`src/hw/rtl/cplw_pkg.sv`:
```
// ----------------------------------------------------------------------------
// cplw_pkg
// Types, codes and sizing constants of the cyclic piecewise-linear warp.
// ----------------------------------------------------------------------------
package cplw_pkg;

    localparam int MAX_POINTS = 32;
    localparam int ANGLE_BITS = 16;
    localparam int IDX_BITS   = (MAX_POINTS > 1) ? $clog2(MAX_POINTS) : 1;
    localparam int CNT_BITS   = $clog2(MAX_POINTS + 1);

    // action codes
    localparam logic [2:0] ACT_CLEAR   = 3'd0;
    localparam logic [2:0] ACT_WRITE   = 3'd1;
    localparam logic [2:0] ACT_COMMIT  = 3'd2;
    localparam logic [2:0] ACT_WARP    = 3'd3;
    localparam logic [2:0] ACT_UNWARP  = 3'd4;

    localparam logic ST_OK     = 1'b0;
    localparam logic ST_REJECT = 1'b1;

    typedef struct packed {
        logic [2:0]            action;
        logic [IDX_BITS-1:0]   point_index;
        logic [ANGLE_BITS-1:0] raw_angle;
        logic [ANGLE_BITS-1:0] warped_angle;
        logic [CNT_BITS-1:0]   point_count;
        logic [ANGLE_BITS-1:0] angle_in;
    } t_in_word;

    typedef struct packed {
        logic [ANGLE_BITS-1:0] angle_out;
        logic                  status;
    } t_out_word;

endpackage

```
`src/hw/rtl/cplw_ram.sv`:
```
// ----------------------------------------------------------------------------
// cplw_ram
// Generic single-port RAM with registered read.
// ----------------------------------------------------------------------------
module cplw_ram #(
    parameter int WIDTH = 32,
    parameter int DEPTH = 32
) (
    input  logic                     i_clk,
    input  logic                     i_we,
    input  logic [$clog2(DEPTH)-1:0] i_addr,
    input  logic [WIDTH-1:0]         i_wdata,
    output logic [WIDTH-1:0]         o_rdata
);

    logic [WIDTH-1:0] r_mem [DEPTH];
    logic [WIDTH-1:0] r_rdata;

    // write one entry when enabled; read the addressed entry every cycle
    always_ff @(posedge i_clk) begin
        if (i_we) begin
            r_mem[i_addr] <= i_wdata;
        end
        r_rdata <= r_mem[i_addr];
    end

    assign o_rdata = r_rdata;

endmodule

```
`src/hw/rtl/cyclic_piecewise_linear_warp.sv`:
```
// ----------------------------------------------------------------------------
// cyclic_piecewise_linear_warp
// Angle warp over a cyclic table of (raw, warped) pairs held in one RAM.
// ----------------------------------------------------------------------------
// Sequence: clear/write and identity mapping go straight to the result
// register; commit reads and checks each interval in turn (S_RD0, S_RD1,
// S_CHK); warp/unwarp examine intervals the same way and, once one matches,
// run the multiply, serial divide and output (S_MUL, S_DIV, S_OUT). One word
// at a time: the next word is taken the cycle after the result word leaves.
// Reset: identity mapping, one point in use; table contents undefined.
// ----------------------------------------------------------------------------
module cyclic_piecewise_linear_warp
    import cplw_pkg::*;
(
    input  logic      i_clk,
    input  logic      i_rst_n,
    input  logic      i_valid,
    output logic      o_ready,
    input  t_in_word  i_data,
    output logic      o_valid,
    input  logic      i_ready,
    output t_out_word o_data
);

    localparam int AW = IDX_BITS;
    localparam int CW = CNT_BITS;
    localparam int A  = ANGLE_BITS;
    localparam int NW = A + 1;          // numerator/span width
    localparam int PW = 2 * A + 1;      // product width

    typedef enum logic [7:0] {
        S_IDLE  = 8'b0000_0001,
        S_RD0   = 8'b0000_0010,
        S_RD1   = 8'b0000_0100,
        S_CHK   = 8'b0000_1000,
        S_MUL   = 8'b0001_0000,
        S_DIV   = 8'b0010_0000,
        S_OUT   = 8'b0100_0000,
        S_FIN   = 8'b1000_0000
    } t_state;

    t_state          r_state;
    t_in_word        r_in;
    logic [CW-1:0]   r_used;
    logic            r_tvalid;
    logic [CW-1:0]   r_i;        // interval index
    logic [CW-1:0]   r_cnt;
    logic [A-1:0]    r_fr, r_fw; // first pair
    logic [A-1:0]    r_pr, r_pw; // current pair i
    logic [CW-1:0]   r_jr, r_jw; // jump counts
    logic [NW-1:0]   r_num, r_span;
    logic [A:0]      r_dd;
    logic [A-1:0]    r_base;
    logic [PW-1:0]   r_rem;
    logic [PW-1:0]   r_quo;
    logic [$clog2(PW+1)-1:0] r_step;
    logic            r_ovalid;
    t_out_word       r_out;

    logic            ram_we;
    logic [AW-1:0]   ram_addr;
    logic [2*A-1:0]  ram_rd;
    logic [A-1:0]    rd_r, rd_w;

    assign rd_r = ram_rd[2*A-1:A];
    assign rd_w = ram_rd[A-1:0];

    cplw_ram #(.WIDTH(2 * A), .DEPTH(MAX_POINTS)) u_tab (
        .i_clk  (i_clk),
        .i_we   (ram_we),
        .i_addr (ram_addr),
        .i_wdata({i_data.raw_angle, i_data.warped_angle}),
        .o_rdata(ram_rd)
    );

    // accept a word only when idle and the output register is free
    assign o_ready = (r_state == S_IDLE) && !r_ovalid;
    logic acc;
    assign acc = i_valid && o_ready;

    assign ram_we = acc && (i_data.action == ACT_WRITE) &&
                    ({{(32-AW){1'b0}}, i_data.point_index} < MAX_POINTS);

    // next pair index j of interval i, within r_cnt
    logic [CW-1:0] nxt_i;
    assign nxt_i = (r_i + 1'b1 == r_cnt) ? '0 : r_i + 1'b1;

    always_comb begin
        if (r_state == S_IDLE) begin
            ram_addr = i_data.point_index;
        end else begin
            ram_addr = nxt_i[AW-1:0];
        end
        if (r_state == S_IDLE && !acc) begin
            ram_addr = '0;
        end
        if (acc && i_data.action != ACT_WRITE) begin
            ram_addr = '0;
        end
    end

    // interval test on pair (r_p*) and next pair (j = read data or first)
    logic          is_warp;
    logic [A-1:0]  si, sj, di, dj, ang;
    logic [NW-1:0] dj_ext, num_c, span_c;
    logic          hit;
    logic          last_i;
    assign is_warp = (r_in.action == ACT_WARP);
    assign last_i  = (r_i + 1'b1 == r_cnt);
    assign ang     = r_in.angle_in;

    always_comb begin
        logic [A-1:0] jr, jw;
        jr = last_i ? r_fr : rd_r;
        jw = last_i ? r_fw : rd_w;
        si = is_warp ? r_pr : r_pw;
        sj = is_warp ? jr : jw;
        di = is_warp ? r_pw : r_pr;
        dj = is_warp ? jw : jr;
        dj_ext = (di >= dj) ? {1'b1, dj} : {1'b0, dj};
        hit    = 1'b1;
        num_c  = '0;
        span_c = {1'b0, sj} + {1'b1, {A{1'b0}}} - {1'b0, si};
        if (si <= ang && ang <= sj && si != sj) begin
            num_c  = {1'b0, ang} - {1'b0, si};
            span_c = {1'b0, sj} - {1'b0, si};
        end else if (si >= sj && ang >= si) begin
            num_c  = {1'b0, ang} - {1'b0, si};
        end else if (si >= sj && ang <= sj) begin
            num_c  = {1'b0, ang} + {1'b1, {A{1'b0}}} - {1'b0, si};
        end else begin
            hit = 1'b0;
        end
        if (span_c == '0) begin
            hit = 1'b0;
        end
    end

    // sequence check on pair (r_p*) against next pair
    logic [A-1:0] cjr, cjw;
    assign cjr = last_i ? r_fr : rd_r;
    assign cjw = last_i ? r_fw : rd_w;

    logic [PW-1:0] sum_out;
    assign sum_out = {{(PW-A){1'b0}}, r_base} + r_quo;

    // sequencer
    always_ff @(posedge i_clk) begin
        if (!i_rst_n) begin
            r_state  <= S_IDLE;
            r_used   <= CW'(1);
            r_tvalid <= 1'b0;
            r_ovalid <= 1'b0;
        end else begin
            if (r_ovalid && i_ready) begin
                r_ovalid <= 1'b0;
            end
            unique case (r_state)
                S_IDLE: begin
                    t_out_word res;
                    res = '{angle_out: '0, status: ST_OK};
                    if (acc) begin
                        r_in <= i_data;
                        r_i  <= '0;
                        r_jr <= '0;
                        r_jw <= '0;
                        unique case (i_data.action)
                            ACT_CLEAR: begin
                                r_tvalid <= 1'b0;
                                r_used   <= CW'(1);
                                r_state  <= S_FIN;
                            end
                            ACT_WRITE: begin
                                if (ram_we) begin
                                    r_tvalid <= 1'b0;
                                    r_used   <= CW'(1);
                                end
                                r_state <= S_FIN;
                            end
                            ACT_COMMIT: begin
                                if (i_data.point_count == '0 ||
                                    {{(32-CW){1'b0}}, i_data.point_count} > MAX_POINTS) begin
                                    r_tvalid <= 1'b0;
                                    r_used   <= CW'(1);
                                    res.status = ST_REJECT;
                                    r_state <= S_FIN;
                                end else begin
                                    r_cnt   <= i_data.point_count;
                                    r_state <= S_RD0;
                                end
                            end
                            ACT_WARP, ACT_UNWARP: begin
                                if (!r_tvalid) begin
                                    res.angle_out = i_data.angle_in;
                                    r_state <= S_FIN;
                                end else begin
                                    r_cnt   <= r_used;
                                    r_state <= S_RD0;
                                end
                            end
                            default: r_state <= S_FIN;
                        endcase
                        r_out <= res;
                    end
                end
                // pair i now valid: keep as current pair, and as first at i = 0
                S_RD0: begin
                    if (r_i == '0) begin
                        r_fr <= rd_r;
                        r_fw <= rd_w;
                    end
                    r_pr <= rd_r;
                    r_pw <= rd_w;
                    r_state <= S_RD1;
                end
                // wait for pair j
                S_RD1: begin
                    r_state <= S_CHK;
                end
                // rd holds pair j (address nxt_i held since S_RD0)
                S_CHK: begin
                    if (r_in.action == ACT_COMMIT) begin
                        logic [CW-1:0] jr2, jw2;
                        jr2 = r_jr + CW'(r_pr >= cjr);
                        jw2 = r_jw + CW'(r_pw >= cjw);
                        r_jr <= jr2;
                        r_jw <= jw2;
                        if (last_i) begin
                            if (jr2 <= CW'(1) && jw2 <= CW'(1)) begin
                                r_used   <= r_cnt;
                                r_tvalid <= 1'b1;
                            end else begin
                                r_used   <= CW'(1);
                                r_tvalid <= 1'b0;
                                r_out.status <= ST_REJECT;
                            end
                            r_state <= S_FIN;
                        end else begin
                            r_i  <= nxt_i;
                            r_pr <= rd_r;
                            r_pw <= rd_w;
                            r_state <= S_RD0;
                        end
                    end else if (hit) begin
                        r_num  <= num_c;
                        r_span <= span_c;
                        r_dd   <= dj_ext - {1'b0, di};
                        r_base <= di;
                        r_state <= S_MUL;
                    end else if (last_i) begin
                        r_out.angle_out <= ang;
                        r_state <= S_FIN;
                    end else begin
                        r_i  <= nxt_i;
                        r_pr <= rd_r;
                        r_pw <= rd_w;
                        r_state <= S_RD0;
                    end
                end
                // one multiply, registered
                S_MUL: begin
                    r_rem  <= {{(PW-NW){1'b0}}, r_num} * {{(PW-NW){1'b0}}, r_dd};
                    r_quo  <= '0;
                    r_step <= '0;
                    r_state <= S_DIV;
                end
                // restoring division, one quotient bit a cycle
                S_DIV: begin
                    logic [PW-1:0] qb;
                    logic [PW-1:0] hi;
                    qb = PW'(1) << (PW - 1 - r_step);
                    hi = r_rem >> (PW - 1 - r_step);
                    if (hi >= {{(PW-NW){1'b0}}, r_span}) begin
                        r_rem <= r_rem - (PW'(r_span) << (PW - 1 - r_step));
                        r_quo <= r_quo | qb;
                    end
                    if (r_step == $bits(r_step)'(PW - 1)) begin
                        r_state <= S_OUT;
                    end else begin
                        r_step <= r_step + 1'b1;
                    end
                end
                S_OUT: begin
                    r_out.angle_out <= sum_out[A-1:0];
                    r_state <= S_FIN;
                end
                S_FIN: begin
                    r_ovalid <= 1'b1;
                    r_state  <= S_IDLE;
                end
                default: r_state <= S_IDLE;
            endcase
        end
    end

    assign o_valid = r_ovalid;
    assign o_data  = r_out;

endmodule

```
`config.mk`:
```
export PLATFORM = sky130hd
export DESIGN_NAME = cyclic_piecewise_linear_warp
export DESIGN_NICKNAME = d
export VERILOG_FILES = /design/src/hw/rtl/cplw_pkg.sv /design/src/hw/rtl/cplw_ram.sv /design/src/hw/rtl/cyclic_piecewise_linear_warp.sv
export SDC_FILE = /design/constraint.sdc
export NUM_CORES = 2
export LEC_CHECK = 0
export BUFFER_PORTS_ARGS = -buffer_cell sky130_fd_sc_hd__buf_2
export CAP_MARGIN = 20
export CORE_UTILIZATION = 50
export CTS_BUF_LIST = sky130_fd_sc_hd__clkbuf_2 sky130_fd_sc_hd__clkbuf_4 sky130_fd_sc_hd__clkbuf_8
export CTS_CLUSTER_DIAMETER = 200
export DETAILED_ROUTE_END_ITERATION = 16
export PLACE_DENSITY_LB_ADDON = 0.08
export REMOVE_ABC_BUFFERS = 1
export SETUP_SLACK_MARGIN = 0.15
export SYNTH_ARGS = -nofsm -noshare
export SYNTH_HDL_FRONTEND = slang
export SYNTH_SLANG_ARGS = --single-unit
```
`constraint.sdc`:
```
create_clock -name i_clk -period 21.7 [get_ports i_clk]
set_input_delay 3.255 -clock i_clk [delete_from_list [all_inputs] [get_ports i_clk]]
set_output_delay 3.255 -clock i_clk [all_outputs]
set_load 0.03 [all_outputs]
```
==> metrics.txt <==
status=finished, final reports clean; Clock Pin Slew Worst Setup and Hold Paths=about 0.060 ns; GRT Total Usage=a little over a quarter; layout cells sized above 1=14.08%; Tcrit/Tclk final=a little over a third; Root Buffer=clkbuf_8; clk_lat worst skew=approximately 0.96 ns; ys flop type=edfxtp_1; final hold viol count=0; Yosys warning total=0; CTS tree=done; CTS resizes=0; Initial Util=between 50% and 60%; Fillers=11500; final setup fails=0; Pre-antenna DRT Iters=6; first-pass GRT wire length=288600 um; EDFF count, synth=1270; setup bufs post-CTS=0; FFs w/ async S/R, synth=0%; placed cells=roughly 7300; CTS sink count=1318; cell mode on critical path=fa_1; vias in the first global route=approximately 45000; #FFs+latches synth=about 1300; VDD IR-drop max=slightly above 0.00006 V; Placer Congestion=about 0.90; Tmin final=~7.6 ns; FP Rows=136; Worst path max stage delay=around 0.96 ns; clk buf depth=3; Layout area overhead=10.67%; non-filler cells in the finished layout=7701; # IOs=85; Synth Instances=around 5500; Post-CTS Hold Fix Bufs=0; crit path capture type=flip-flop; power per cell area=just under 90 nW/um^2; drt total wl=193700 um; Iter 0 DRT Violations=approximately 3700; post-place setup slack=13.74 ns; final core utilization=55.98%; pin count of the biggest net entering global routing=149; synthesized area=approximately 70000 um^2; final setup margin=between 10 and 15 ns; TritonCTS Buffers=210; synth unique cells=89; Die Y=~380 um; Detail Route Antenna Nets=0; Total Die Area=~140000 um^2; HPWL Detailed=~130000 um; worst min path class=flip-flop to flip-flop; sequential element share of the synthesized area=a little under three fifths; H-tree depth=4; Synth Area per Inst=12.60 um^2; clk_skew=about 0.09 ns; GR Overflow Total=0; Routed wire per std cell=roughly 25 um; CP required=between 20 and 25 ns; vias per cell=about 5.9; die width=375.6 um; kind of critical path=flip-flop to flip-flop; max-slew violation count=0; Worst-Margin Slew=around 1.1 ns; initial antenna violation count=6; CP arrival=slightly above 8 ns; CP max FO=17; Final #Nets=approximately 6200; DRC Markers=0; Slew HR=a little under a quarter; Placeable Area=about 140000 um^2; unrepaired setup endpoints after global routing=false; Max-Cap Viols=0; static leakage=between 20 and 30 nW; Critical Path Source Type=flip-flop; fmax=around 130 MHz; slowest CP cell=edfxtp_1; via count=45580; Setup TNS Final=0 ns; port bufs=between 80 and 90
## placed cells by master (no fill, tap or decap), types with 37 or more instances in the layout
cell type  count
a21o_1        46
a21oi_1      170
a22oi_1       80
a311oi_1     105
and2_1       108
and3_1       134
buf_2         84
buf_4         82
clkbuf_4      74
clkbuf_8     227
clkinv_1      42
dfxtp_1       48
edfxtp_1    1270
fa_1         227
ha_1         286
inv_1        374
mux2i_1      128
mux4_2       158
nand2_1      903
nand2b_1      37
nand3_1       94
nand4_1       46
nor2_1       220
nor3_1        49
o21ai_0      191
xnor2_1       70
xor2_1        50
## kinds of logic after synthesis
logic type	count (synthesis)	share of synthesized area, %
flip-flops	1318	56.01
AND/OR/NAND/NOR	1767	11.55
multiplexers	316	7.415
adder cells (fa/ha/maj)	516	11.69
buffers and inverters	659	3.623
AO/OA/AOI/OAI	839	8.116
XOR/XNOR	127	1.604
## synth_stat cells (all sizes together) (21+ instances only)
| library cell | instances | area [um^2] |
|---|---|---|
| a211oi | 27 | 207.7 |
| a21o | 47 | 352.8 |
| a21oi | 174 | 878.4 |
| a22oi | 81 | 608.1 |
| a311oi | 105 | 919.6 |
| a31oi | 30 | 202.7 |
| and2 | 109 | 684.4 |
| and3 | 139 | 884.6 |
| buf | 85 | 374.1 |
| clkbuf | 197 | 739.5 |
| dfxtp | 48 | 960.9 |
| edfxtp | 1270 | 38140 |
| fa | 227 | 4544 |
| ha | 287 | 3591 |
| inv | 375 | 1408 |
| mux2 | 29 | 326.6 |
| mux2i | 129 | 1291 |
| mux4 | 158 | 3558 |
| nand2 | 904 | 3393 |
| nand2b | 37 | 231.5 |
| nand3 | 95 | 475.5 |
| nand4 | 46 | 287.8 |
| nor2 | 259 | 974.7 |
| nor2b | 37 | 231.5 |
| nor3 | 53 | 265.3 |
| nor4 | 21 | 146.4 |
| o21a | 32 | 241.5 |
| o21ai | 197 | 997.2 |
| or3 | 27 | 168.9 |
| xnor2 | 73 | 639.4 |
| xor2 | 54 | 480.5 |
## metal layers
layer / wire, um / up-vias / global-route usage, %
met1: 80470 / 23120 / 36.67
li1: - / 20530 / -
met5: 23 / - / 0
met3: 12120 / 331 / 4.190
met2: 94880 / 1599 / 45.89
met4: 6200 / 4 / 9.442
## flip-flops by register name (all words and copies together) (netlist names), 17 cells and up
name,flops
r_span,17
o_data,17
r_num,17
r_dd,17
r_rem,33
u_tab.o_rdata,32
u_tab.r_mem,1024
## area by class of cell
| type | instances | area (um^2) | area share, % |
|---|---|---|---|
| clock buffer | 301 | 3680 | 4.763 |
| tap | 1863 | 2331 | 3.017 |
| timing repair buffer | 186 | 1436 | 1.859 |
| sequential | 1318 | 39100 | 50.61 |
| multi-input combinational | 3565 | 28600 | 37.02 |
| inverter | 377 | 1415 | 1.832 |
| clock inverter | 86 | 680.7 | 0.8811 |
| antenna | 5 | 12.51 | 0.01620 |
## through the flow
stage	hold WS (ns)	area (um^2)	total power (W)
after floorplan	0.4249	68690	0.004303
after global placement	0.4382	72530	0.004662
after detailed placement	0.4476	72850	0.004679
after CTS	0.4559	77210	0.006852
after global routing	0.4676	77250	0.007085
final	0.4558	77250	0.006805
## report_power, final
| group | total (W) | internal (W) | switching, W |
|---|---|---|---|
| logic | 0.00165 | 0.000572 | 0.00108 |
| clock network | 0.00218 | 0.00115 | 0.00103 |
| registers | 0.00297 | 0.00289 | 0.0000836 |
| total | 0.00681 | 0.00461 | 0.00220 |
## path summary, 6_finish.rpt
check | start | end | slack [ns] | depth (start not counted)
setup / recovery | r_dd[8]$_DFFE_PP_ | r_rem[31]$_DFFE_PP_ | 14.11 | 25
hold / removal | r_used[2]$_SDFFE_PN0P_ | r_used[2]$_SDFFE_PN0P_ | 0.46 | 2
setup reg to reg | r_dd[8]$_DFFE_PP_ | r_rem[31]$_DFFE_PP_ | 14.11 | 25
hold reg to reg | r_used[2]$_SDFFE_PN0P_ | r_used[2]$_SDFFE_PN0P_ | 0.46 | 2
## critical path: cells and delay by family, from the launching register on
family	cells	cell delay, ns
flip-flops	1	0.96
AND/OR/NAND/NOR	5	0.61
buffers and inverters	5	0.25
AO/OA/AOI/OAI	8	2.20
adder cells (fa/ha/maj)	7	3.31
Note: power is estimated with default switching activity, not from simulation.
